===== src/design/gsfr_pkg.sv =====
// Shared types, constants and helpers of the gas sensor frame receiver.
package gsfr_pkg;

  localparam int MAX_SLOTS    = 5;
  localparam int FRAME_LENGTH = 9;
  localparam int FRAME_LAST   = FRAME_LENGTH - 1;

  localparam logic [7:0] START_BYTE   = 8'hFF;
  localparam logic [2:0] MAX_CHANNELS = 3'd4;

  localparam logic CMD_BYTE = 1'b0;
  localparam logic CMD_TICK = 1'b1;

  localparam logic [1:0] FS_NONE    = 2'd0;
  localparam logic [1:0] FS_MATCH   = 2'd1;
  localparam logic [1:0] FS_BAD_SUM = 2'd2;
  localparam logic [1:0] FS_UNKNOWN = 2'd3;

  localparam logic [2:0] REG_SLOT0   = 3'd0;
  localparam logic [2:0] REG_DWELL   = 3'd5;
  localparam logic [2:0] REG_TIMEOUT = 3'd6;
  localparam logic [2:0] REG_CHANS   = 3'd7;

  localparam logic [2:0] FB_START  = 3'd0;
  localparam logic [2:0] FB_CODE   = 3'd1;
  localparam logic [2:0] FB_UNIT   = 3'd2;
  localparam logic [2:0] FB_VAL_HI = 3'd4;
  localparam logic [2:0] FB_VAL_LO = 3'd5;

  typedef struct packed {
    logic [15:0] dwell_limit;
    logic [15:0] timeout;
    logic [2:0]  chan_count;
  } cfg_t;

  typedef struct packed {
    logic       we;
    logic [2:0] waddr;
    logic [7:0] wdata;
    logic       re;
    logic [2:0] raddr;
  } fb_req_t;

  typedef struct packed {
    logic [15:0] timeout;
    logic [7:0]  unit;
    logic [15:0] value;
  } slot_entry_t;

  typedef struct packed {
    logic        we;
    logic [2:0]  waddr;
    slot_entry_t wdata;
    logic        re;
    logic [2:0]  raddr;
  } slot_req_t;

  function automatic logic [1:0] next_channel(input logic [1:0] cur, input logic [2:0] cnt);
    logic [2:0] eff;
    logic [2:0] n;
    eff = cnt;
    if (cnt == 3'd0) begin
      eff = 3'd1;
    end else if (cnt > MAX_CHANNELS) begin
      eff = MAX_CHANNELS;
    end
    n = {1'b0, cur} + 3'd1;
    for (int i = 0; i < 4; i++) begin
      if (n >= eff) begin
        n = n - eff;
      end
    end
    return n[1:0];
  endfunction

endpackage


===== src/design/gsfr_cfg.sv =====
// Configuration register file with APB-style access.
module gsfr_cfg #(
  parameter int SLOTS = 5
) (
  input  logic                   clk,
  input  logic                   rst,
  input  logic                   psel,
  input  logic                   penable,
  input  logic                   pwrite,
  input  logic [4:0]             paddr,
  input  logic [31:0]            pwdata,
  output logic [31:0]            prdata,
  output logic                   pready,
  output gsfr_pkg::cfg_t         cfg,
  output logic [SLOTS-1:0][7:0]  codes
);
  import gsfr_pkg::*;

  logic [2:0] idx;
  logic       wr;

  assign idx    = paddr[4:2];
  assign wr     = psel && penable && pwrite;
  assign pready = 1'b1;

  always_ff @(posedge clk) begin
    if (rst) begin
      cfg.dwell_limit <= 16'd2000;
      cfg.timeout     <= 16'd5000;
      cfg.chan_count  <= 3'd4;
      for (int i = 0; i < SLOTS; i++) begin
        codes[i] <= 8'(i);
      end
    end else if (wr) begin
      unique case (idx)
        REG_DWELL:   cfg.dwell_limit <= pwdata[15:0];
        REG_TIMEOUT: cfg.timeout     <= pwdata[15:0];
        REG_CHANS:   cfg.chan_count  <= pwdata[2:0];
        default: begin
          for (int i = 0; i < SLOTS; i++) begin
            if (idx == REG_SLOT0 + 3'(i)) begin
              codes[i] <= pwdata[7:0];
            end
          end
        end
      endcase
    end
  end

  always_comb begin
    prdata = '0;
    unique case (idx)
      REG_DWELL:   prdata[15:0] = cfg.dwell_limit;
      REG_TIMEOUT: prdata[15:0] = cfg.timeout;
      REG_CHANS:   prdata[2:0]  = cfg.chan_count;
      default: begin
        for (int i = 0; i < SLOTS; i++) begin
          if (idx == REG_SLOT0 + 3'(i)) begin
            prdata[7:0] = codes[i];
          end
        end
      end
    endcase
  end

endmodule


===== src/design/gsfr_frame_buf.sv =====
// Frame byte memory: one write port, one registered read port.
module gsfr_frame_buf (
  input  logic              clk,
  input  gsfr_pkg::fb_req_t req,
  output logic [7:0]        rd_data
);
  import gsfr_pkg::*;

  logic [7:0] mem [8];

  always_ff @(posedge clk) begin
    if (req.we) begin
      mem[req.waddr] <= req.wdata;
    end
    if (req.re) begin
      rd_data <= mem[req.raddr];
    end
  end

endmodule


===== src/design/gsfr_slot_store.sv =====
// Slot reading memory with per-entry valid bits; unwritten entries read as zero.
module gsfr_slot_store #(
  parameter int SLOTS = 5
) (
  input  logic                    clk,
  input  logic                    rst,
  input  gsfr_pkg::slot_req_t     req,
  output gsfr_pkg::slot_entry_t   rd_data
);
  import gsfr_pkg::*;

  localparam int AW = (SLOTS > 1) ? $clog2(SLOTS) : 1;

  slot_entry_t      mem [SLOTS];
  logic [SLOTS-1:0] valid;
  slot_entry_t      rd_q;
  logic             rd_vld;

  always_ff @(posedge clk) begin
    if (req.we) begin
      mem[req.waddr[AW-1:0]] <= req.wdata;
    end
    if (req.re) begin
      rd_q <= mem[req.raddr[AW-1:0]];
    end
  end

  always_ff @(posedge clk) begin
    if (rst) begin
      valid  <= '0;
      rd_vld <= 1'b0;
    end else begin
      if (req.re) begin
        rd_vld <= 1'b0;
        for (int i = 0; i < SLOTS; i++) begin
          if (req.raddr == 3'(i)) begin
            rd_vld <= valid[i];
          end
        end
      end
      if (req.we) begin
        for (int i = 0; i < SLOTS; i++) begin
          if (req.waddr == 3'(i)) begin
            valid[i] <= 1'b1;
          end
        end
      end
    end
  end

  assign rd_data = rd_vld ? rd_q : '0;

endmodule


===== src/design/gas_sensor_frame_receiver_mux_unit.sv =====
// Top level: frame parser, slot update and mux dwell sequencer.
//
//  channel  | signals                                  | moves
//  ---------+------------------------------------------+------------------------------
//  in       | in_valid, in_ready, cmd, rx_byte, ...     | one byte or tick word
//  out      | out_valid, out_ready, frame_status, ...   | one result word per input
//  cfg      | psel, penable, pwrite, paddr, pwdata, ... | register write / read
//
// A plain byte passes S_EXEC and S_DONE; a frame's last byte runs four frame
// memory reads, then the slot match and write; a tick ages the slot memory in
// S_AGE, one entry per cycle. One word is in work at a time; the next word is
// taken while the previous result waits in the output register.
// Reset is synchronous; slot entries read as zero until first written.
// A stalled output holds the sequencer in its final state.
module gas_sensor_frame_receiver_mux_unit #(
  parameter int SENSOR_SLOTS = 5
) (
  input  logic        clk,
  input  logic        rst,
  input  logic        in_valid,
  output logic        in_ready,
  input  logic        cmd,
  input  logic [7:0]  rx_byte,
  input  logic [15:0] elapsed_ms,
  output logic        out_valid,
  input  logic        out_ready,
  output logic [1:0]  frame_status,
  output logic [2:0]  matched_slot,
  output logic [7:0]  frame_gas_code,
  output logic [15:0] frame_value,
  output logic [7:0]  frame_unit,
  output logic [1:0]  mux_select,
  output logic        channel_switched,
  output logic [4:0]  connected_mask,
  input  logic        psel,
  input  logic        penable,
  input  logic        pwrite,
  input  logic [4:0]  paddr,
  input  logic [31:0] pwdata,
  output logic [31:0] prdata,
  output logic        pready
);
  import gsfr_pkg::*;

  localparam int AW = (SENSOR_SLOTS > 1) ? $clog2(SENSOR_SLOTS) : 1;

  localparam logic [2:0] S_IDLE   = 3'd0;
  localparam logic [2:0] S_EXEC   = 3'd1;
  localparam logic [2:0] S_FRD    = 3'd2;
  localparam logic [2:0] S_FMATCH = 3'd3;
  localparam logic [2:0] S_AGE    = 3'd4;
  localparam logic [2:0] S_DONE   = 3'd5;

  cfg_t                        cfg;
  logic [SENSOR_SLOTS-1:0][7:0] codes;
  fb_req_t                     fb_req;
  logic [7:0]                  fb_rd_data;
  slot_req_t                   slot_req;
  slot_entry_t                 slot_rd_data;

  logic [2:0]              state;
  logic                    cmd_q;
  logic [7:0]              byte_q;
  logic [15:0]             el_q;
  logic                    collecting;
  logic [3:0]              byte_count;
  logic [7:0]              fsum;
  logic [1:0]              fstep;
  logic [AW-1:0]           age_idx;
  logic [1:0]              channel;
  logic [16:0]             dwell;
  logic                    pending;
  logic [SENSOR_SLOTS-1:0] conn;

  logic [1:0]  res_status;
  logic [2:0]  res_slot;
  logic [7:0]  res_code;
  logic [15:0] res_value;
  logic [7:0]  res_unit;
  logic        res_sw;

  logic        sum_ok;
  logic        hit;
  logic [2:0]  hit_idx;
  logic        expired;
  slot_entry_t aged;
  logic [16:0] dwell_sum;
  logic        do_switch;
  logic [4:0]  mask_w;

  gsfr_cfg #(.SLOTS(SENSOR_SLOTS)) u_cfg (
    .clk     (clk),
    .rst     (rst),
    .psel    (psel),
    .penable (penable),
    .pwrite  (pwrite),
    .paddr   (paddr),
    .pwdata  (pwdata),
    .prdata  (prdata),
    .pready  (pready),
    .cfg     (cfg),
    .codes   (codes)
  );

  gsfr_frame_buf u_frame_buf (
    .clk     (clk),
    .req     (fb_req),
    .rd_data (fb_rd_data)
  );

  gsfr_slot_store #(.SLOTS(SENSOR_SLOTS)) u_slot_store (
    .clk     (clk),
    .rst     (rst),
    .req     (slot_req),
    .rd_data (slot_rd_data)
  );

  assign in_ready = (state == S_IDLE);

  assign sum_ok    = (8'(8'd0 - fsum) == byte_q);
  assign dwell_sum = dwell + {1'b0, el_q};
  assign do_switch = pending || (dwell_sum >= {1'b0, cfg.dwell_limit});
  assign expired   = (slot_rd_data.timeout <= el_q);

  always_comb begin
    hit     = 1'b0;
    hit_idx = '0;
    for (int i = SENSOR_SLOTS - 1; i >= 0; i--) begin
      if (codes[i] == res_code) begin
        hit     = 1'b1;
        hit_idx = 3'(i);
      end
    end
  end

  always_comb begin
    aged         = slot_rd_data;
    aged.timeout = expired ? 16'd0 : 16'(slot_rd_data.timeout - el_q);
  end

  always_comb begin
    mask_w = '0;
    mask_w[SENSOR_SLOTS-1:0] = conn;
  end

  always_comb begin
    fb_req   = '0;
    slot_req = '0;
    unique case (state)
      S_EXEC: begin
        if (cmd_q == CMD_BYTE) begin
          if (!collecting) begin
            fb_req.we    = (byte_q == START_BYTE);
            fb_req.waddr = FB_START;
            fb_req.wdata = byte_q;
          end else if (byte_count < 4'(FRAME_LAST)) begin
            fb_req.we    = 1'b1;
            fb_req.waddr = byte_count[2:0];
            fb_req.wdata = byte_q;
          end else begin
            fb_req.re    = 1'b1;
            fb_req.raddr = FB_CODE;
          end
        end else begin
          slot_req.re    = 1'b1;
          slot_req.raddr = '0;
        end
      end
      S_FRD: begin
        unique case (fstep)
          2'd0: begin
            fb_req.re    = 1'b1;
            fb_req.raddr = FB_UNIT;
          end
          2'd1: begin
            fb_req.re    = 1'b1;
            fb_req.raddr = FB_VAL_HI;
          end
          2'd2: begin
            fb_req.re    = 1'b1;
            fb_req.raddr = FB_VAL_LO;
          end
          default: fb_req.re = 1'b0;
        endcase
      end
      S_FMATCH: begin
        slot_req.we            = sum_ok && hit;
        slot_req.waddr         = hit_idx;
        slot_req.wdata.timeout = cfg.timeout;
        slot_req.wdata.unit    = res_unit;
        slot_req.wdata.value   = res_value;
      end
      S_AGE: begin
        slot_req.we    = 1'b1;
        slot_req.waddr = 3'(age_idx);
        slot_req.wdata = aged;
        if (age_idx != AW'(SENSOR_SLOTS - 1)) begin
          slot_req.re    = 1'b1;
          slot_req.raddr = 3'(age_idx) + 3'd1;
        end
      end
      default: begin
        fb_req   = '0;
        slot_req = '0;
      end
    endcase
  end

  always_ff @(posedge clk) begin
    if (rst) begin
      state      <= S_IDLE;
      collecting <= 1'b0;
      byte_count <= '0;
      channel    <= '0;
      dwell      <= '0;
      pending    <= 1'b0;
      conn       <= '0;
      out_valid  <= 1'b0;
    end else begin
      if ((state == S_DONE) && (!out_valid || out_ready)) begin
        out_valid <= 1'b1;
      end else if (out_valid && out_ready) begin
        out_valid <= 1'b0;
      end
      unique case (state)
        S_IDLE: begin
          if (in_valid) begin
            cmd_q      <= cmd;
            byte_q     <= rx_byte;
            el_q       <= elapsed_ms;
            res_status <= FS_NONE;
            res_slot   <= '0;
            res_code   <= '0;
            res_value  <= '0;
            res_unit   <= '0;
            res_sw     <= 1'b0;
            state      <= S_EXEC;
          end
        end
        S_EXEC: begin
          if (cmd_q == CMD_BYTE) begin
            if (!collecting) begin
              if (byte_q == START_BYTE) begin
                collecting <= 1'b1;
                byte_count <= 4'd1;
                fsum       <= '0;
              end
              state <= S_DONE;
            end else if (byte_count < 4'(FRAME_LAST)) begin
              byte_count <= byte_count + 4'd1;
              fsum       <= fsum + byte_q;
              state      <= S_DONE;
            end else begin
              collecting <= 1'b0;
              byte_count <= '0;
              fstep      <= '0;
              state      <= S_FRD;
            end
          end else begin
            if (do_switch) begin
              dwell      <= '0;
              channel    <= next_channel(channel, cfg.chan_count);
              collecting <= 1'b0;
              byte_count <= '0;
              pending    <= 1'b0;
              res_sw     <= 1'b1;
            end else begin
              dwell <= dwell_sum;
            end
            age_idx <= '0;
            state   <= S_AGE;
          end
        end
        S_FRD: begin
          unique case (fstep)
            2'd0: res_code          <= fb_rd_data;
            2'd1: res_unit          <= fb_rd_data;
            2'd2: res_value[15:8]   <= fb_rd_data;
            default: res_value[7:0] <= fb_rd_data;
          endcase
          fstep <= fstep + 2'd1;
          if (fstep == 2'd3) begin
            state <= S_FMATCH;
          end
        end
        S_FMATCH: begin
          if (!sum_ok) begin
            res_status <= FS_BAD_SUM;
          end else if (!hit) begin
            res_status <= FS_UNKNOWN;
          end else begin
            res_status <= FS_MATCH;
            res_slot   <= hit_idx;
            pending    <= 1'b1;
            for (int i = 0; i < SENSOR_SLOTS; i++) begin
              if (hit_idx == 3'(i)) begin
                conn[i] <= 1'b1;
              end
            end
          end
          state <= S_DONE;
        end
        S_AGE: begin
          if (expired) begin
            for (int i = 0; i < SENSOR_SLOTS; i++) begin
              if (age_idx == AW'(i)) begin
                conn[i] <= 1'b0;
              end
            end
          end
          if (age_idx == AW'(SENSOR_SLOTS - 1)) begin
            state <= S_DONE;
          end else begin
            age_idx <= age_idx + AW'(1);
          end
        end
        S_DONE: begin
          if (!out_valid || out_ready) begin
            state <= S_IDLE;
          end
        end
        default: state <= S_IDLE;
      endcase
    end
  end

  always_ff @(posedge clk) begin
    if ((state == S_DONE) && (!out_valid || out_ready)) begin
      frame_status     <= res_status;
      matched_slot     <= res_slot;
      frame_gas_code   <= res_code;
      frame_value      <= res_value;
      frame_unit       <= res_unit;
      mux_select       <= channel;
      channel_switched <= res_sw;
      connected_mask   <= mask_w;
    end
  end

  a_slot_only_on_match: assert property (@(posedge clk) disable iff (rst)
    out_valid && (frame_status != FS_MATCH) |-> (matched_slot == 3'd0))
    else $error("matched_slot set without a matched frame");

  a_switch_only_on_tick: assert property (@(posedge clk) disable iff (rst)
    out_valid && channel_switched |-> (frame_status == FS_NONE))
    else $error("channel switch reported with a frame result");

  a_match_is_connected: assert property (@(posedge clk) disable iff (rst)
    out_valid && (frame_status == FS_MATCH) |-> connected_mask[matched_slot])
    else $error("matched slot not marked connected");

  a_age_in_range: assert property (@(posedge clk) disable iff (rst)
    (state == S_AGE) |-> (age_idx <= AW'(SENSOR_SLOTS - 1)))
    else $error("aging index beyond slot count");

  a_done_follows_age: assert property (@(posedge clk) disable iff (rst)
    (state == S_AGE) && (age_idx == AW'(SENSOR_SLOTS - 1)) |=> (state == S_DONE))
    else $error("aging pass did not end");

endmodule

===== config.mk =====
export PLATFORM = sky130hd
export DESIGN_NAME = gas_sensor_frame_receiver_mux_unit
export DESIGN_NICKNAME = d
export VERILOG_FILES = /design/src/design/gsfr_pkg.sv /design/src/design/gsfr_cfg.sv /design/src/design/gsfr_frame_buf.sv /design/src/design/gsfr_slot_store.sv /design/src/design/gas_sensor_frame_receiver_mux_unit.sv
export SDC_FILE = /design/constraint.sdc
export NUM_CORES = 1
export LEC_CHECK = 0
export BUFFER_PORTS_ARGS = -buffer_cell sky130_fd_sc_hd__buf_2
export CORE_MARGIN = 3
export CORE_UTILIZATION = 62
export DETAILED_ROUTE_END_ITERATION = 8
export PLACE_DENSITY = 0.81
export SKIP_LAST_GASP = 1
export SYNTH_ARGS = -nofsm -noshare
export SYNTH_HDL_FRONTEND = slang
export SYNTH_HIERARCHICAL = 1
export SYNTH_SLANG_ARGS = --single-unit

===== constraint.sdc =====
create_clock -name clk -period 9.5 [get_ports clk]
set_input_delay 1.9 -clock clk [delete_from_list [all_inputs] [get_ports clk]]
set_output_delay 1.9 -clock clk [all_outputs]
set_load 0.01 [all_outputs]

==> metrics.txt <==
Final WS setup 3.71 ns; Slew Limit Fails 0; critical path's slowest cell and2b_1; worst hold-check path type flip-flop to flip-flop; Routed WL per cell 21.9 µm; clock sinks 404; GR Overflow Total 0; I/O Pins 149; status finished clean; Clock Skew 0.0128 ns; Clock Tree Buf Depth 3; port bufs 113; share of cells above drive strength 1 16.2%; drt initial violations 1020; Max-cap violations 0; Worst VDD drop 181 µV; first-pass GRT wire length 71000 µm; crit-path most repeated cell buf_2; Root Buffer Master clkbuf_16; Cells after Synth 1551; CP Cell Sequence buf_2 -> and2b_1 -> a221oi_1 -> o21ai_1 -> buf_2; core area 30900 µm²; starting density of the core 63.7%; P_int 3200 µW; Die Width 184 µm; n_diodes 0; Worst Path Arrival 3.89 ns; Worst-Skew Late Latency 0.56 ns; R2R cell count 23; mapped cell area 19700 µm²; Total GRT Usage 26.9%; critical path class input pin to output pin; post-CTS resize count 0; initial antenna violation count 0; Die Y 184 µm; Crit path required time 7.60 ns; YS warnings 6; clock-pin slew on the worst setup and hold paths 0.06 ns; crit path launch type input pin; Detailed Place HPWL 31600 µm; Critical Path Source paddr[2]; CTS Buf Count 41; largest net degree at the start of global routing 75; Final min period 5.79 ns; DR DRC count 0; ANT nets after route 0; vias 12739; Crit path max-delay family simple AND/OR/NAND/NOR gates; Vias/cell 6.16; Fillers 2113; CP endpoint kind output pin; placer's final routability congestion estimate 0.928; full die area 33900 µm²; average size of a mapped cell 12.7 µm²; critical register-to-register path endpoint channel[0]; H-tree levels 2; length of the first detailed-routing pass in iterations 5; unrepaired setup endpoints after global routing false; setup bufs post-CTS 0; Worst slew margin 29.9%; # rows 64; P_leak 0.00856 µW; P&R area growth vs syn 10.3%; Net Sw Frac 27.1%; end of the critical path prdata[4]; total net switching power 1190 µW; Max Fclk 173 MHz; DRT Wirelength 45200 µm; Flop pwr share 47.9%; Layout Nets 1794; endpoints failing hold 0; R2R Path Start u_cfg/cfg[1]; dpl ws 3.73 ns; WP depth 5; setup_tns 0 ns; Buf/Inv on CP 2; Comb pwr share 16.1%; internal reg-to-reg setup slack 3.78 ns; CTS tree yes; Clk pwr share 36.0%; Critical Path Fanout Max 25; pwr dens 202 nW/µm²; worst slew pin tran 1.05 ns; Setup violations, final 0; cts hold-fix bufs 0; slowest stage delay, CP 0.87 ns; vias in the first global route 12913; Period Utilization, post-route 61.0%
[worst reg2reg max path: cells and delay by family (launching register included)]
| kind | cells | cell delay, ns |
|---|---|---|
| muxes | 3 | 0.97 |
| DFF | 1 | 0.36 |
| and+or+nand+nor | 5 | 0.84 |
| AOI/OAI and AO/OA | 9 | 2.24 |
| adders and majority gates | 4 | 1.05 |
| buffers and inverters | 2 | 0.16 |
[power by group through the flow]
stage / combinational (µW) / sequential (µW) / clock, µW
floorplan: 532 / 2100 / 0
global placement: 667 / 2130 / 0
detailed placement: 693 / 2140 / 0
CTS: 702 / 2100 / 1600
global route: 774 / 2110 / 1670
finish: 707 / 2100 / 1580
[metal layers]
layer,wire [µm],vias to the layer above,GRT usage (%)
li1,-,5897,-
met1,17900,6258,34.4
met2,22400,464,45.4
met3,2760,120,4.44
met4,2140,0,12.3
met5,0,-,0
[layout by cell type, fill, tap and decap left out, types with 16 or more instances in the layout]
master,n
mux4_1,16
ha_1,79
nand3_1,26
o21ai_0,30
conb_1,17
a21o_1,25
mux2_2,34
edfxtp_1,289
xnor2_1,43
xor2_1,40
a22o_1,17
inv_1,69
nand2b_1,86
mux4_2,22
a21oi_1,64
and2_1,28
mux2i_1,70
nand2_1,66
clkbuf_16,41
buf_2,112
and3_1,38
dfxtp_1,115
nor2_1,85
[sequential cells by signal, indices dropped and copies added (netlist names), 16 cells and up]
name and flops:
u_slot_store/mem 80, u_frame_buf/mem 64, u_cfg/codes 40, u_cfg/cfg 35, dwell 17, el_q 16, frame_value 16, res_value 16
u_slot_store/rd_q 16
[stage by stage]
step,area (µm²),std cells,hold WS [ns],util [%],total power [µW]
floorplan,19700,1566,0.400,-,2630
global placement,20400,1993,0.403,66.0,2800
detailed placement,20400,1993,0.405,66.0,2830
CTS,21700,2069,0.417,70.3,4400
global route,21700,2069,0.425,70.3,4550
finish,21700,2069,0.420,70.3,4390
[worst min path at each step]
stage	startpoint	endpoint	slack, ns	cells after the start
detailed placement	res_value[0]	frame_value[0]	0.40	0
finish	res_value[11]	frame_value[11]	0.42	0
global placement	res_value[3]	frame_value[3]	0.40	0
CTS	res_value[10]	frame_value[10]	0.42	0
floorplan	res_sw	channel_switched	0.40	0
global route	res_value[2]	frame_value[2]	0.42	0
[cell type report]
type,count,area (µm²),share of cell area (%)
Clock buffer,58,1130,5.20
Clock inverter,18,193,0.887
Inverter,69,259,1.19
Multi-Input combinational cell,997,7980,36.8
Sequential cell,404,11000,50.6
Tap cell,396,495,2.28
Timing Repair Buffer,127,673,3.10
No activity file was read; power rests on OpenSTA's default activity.
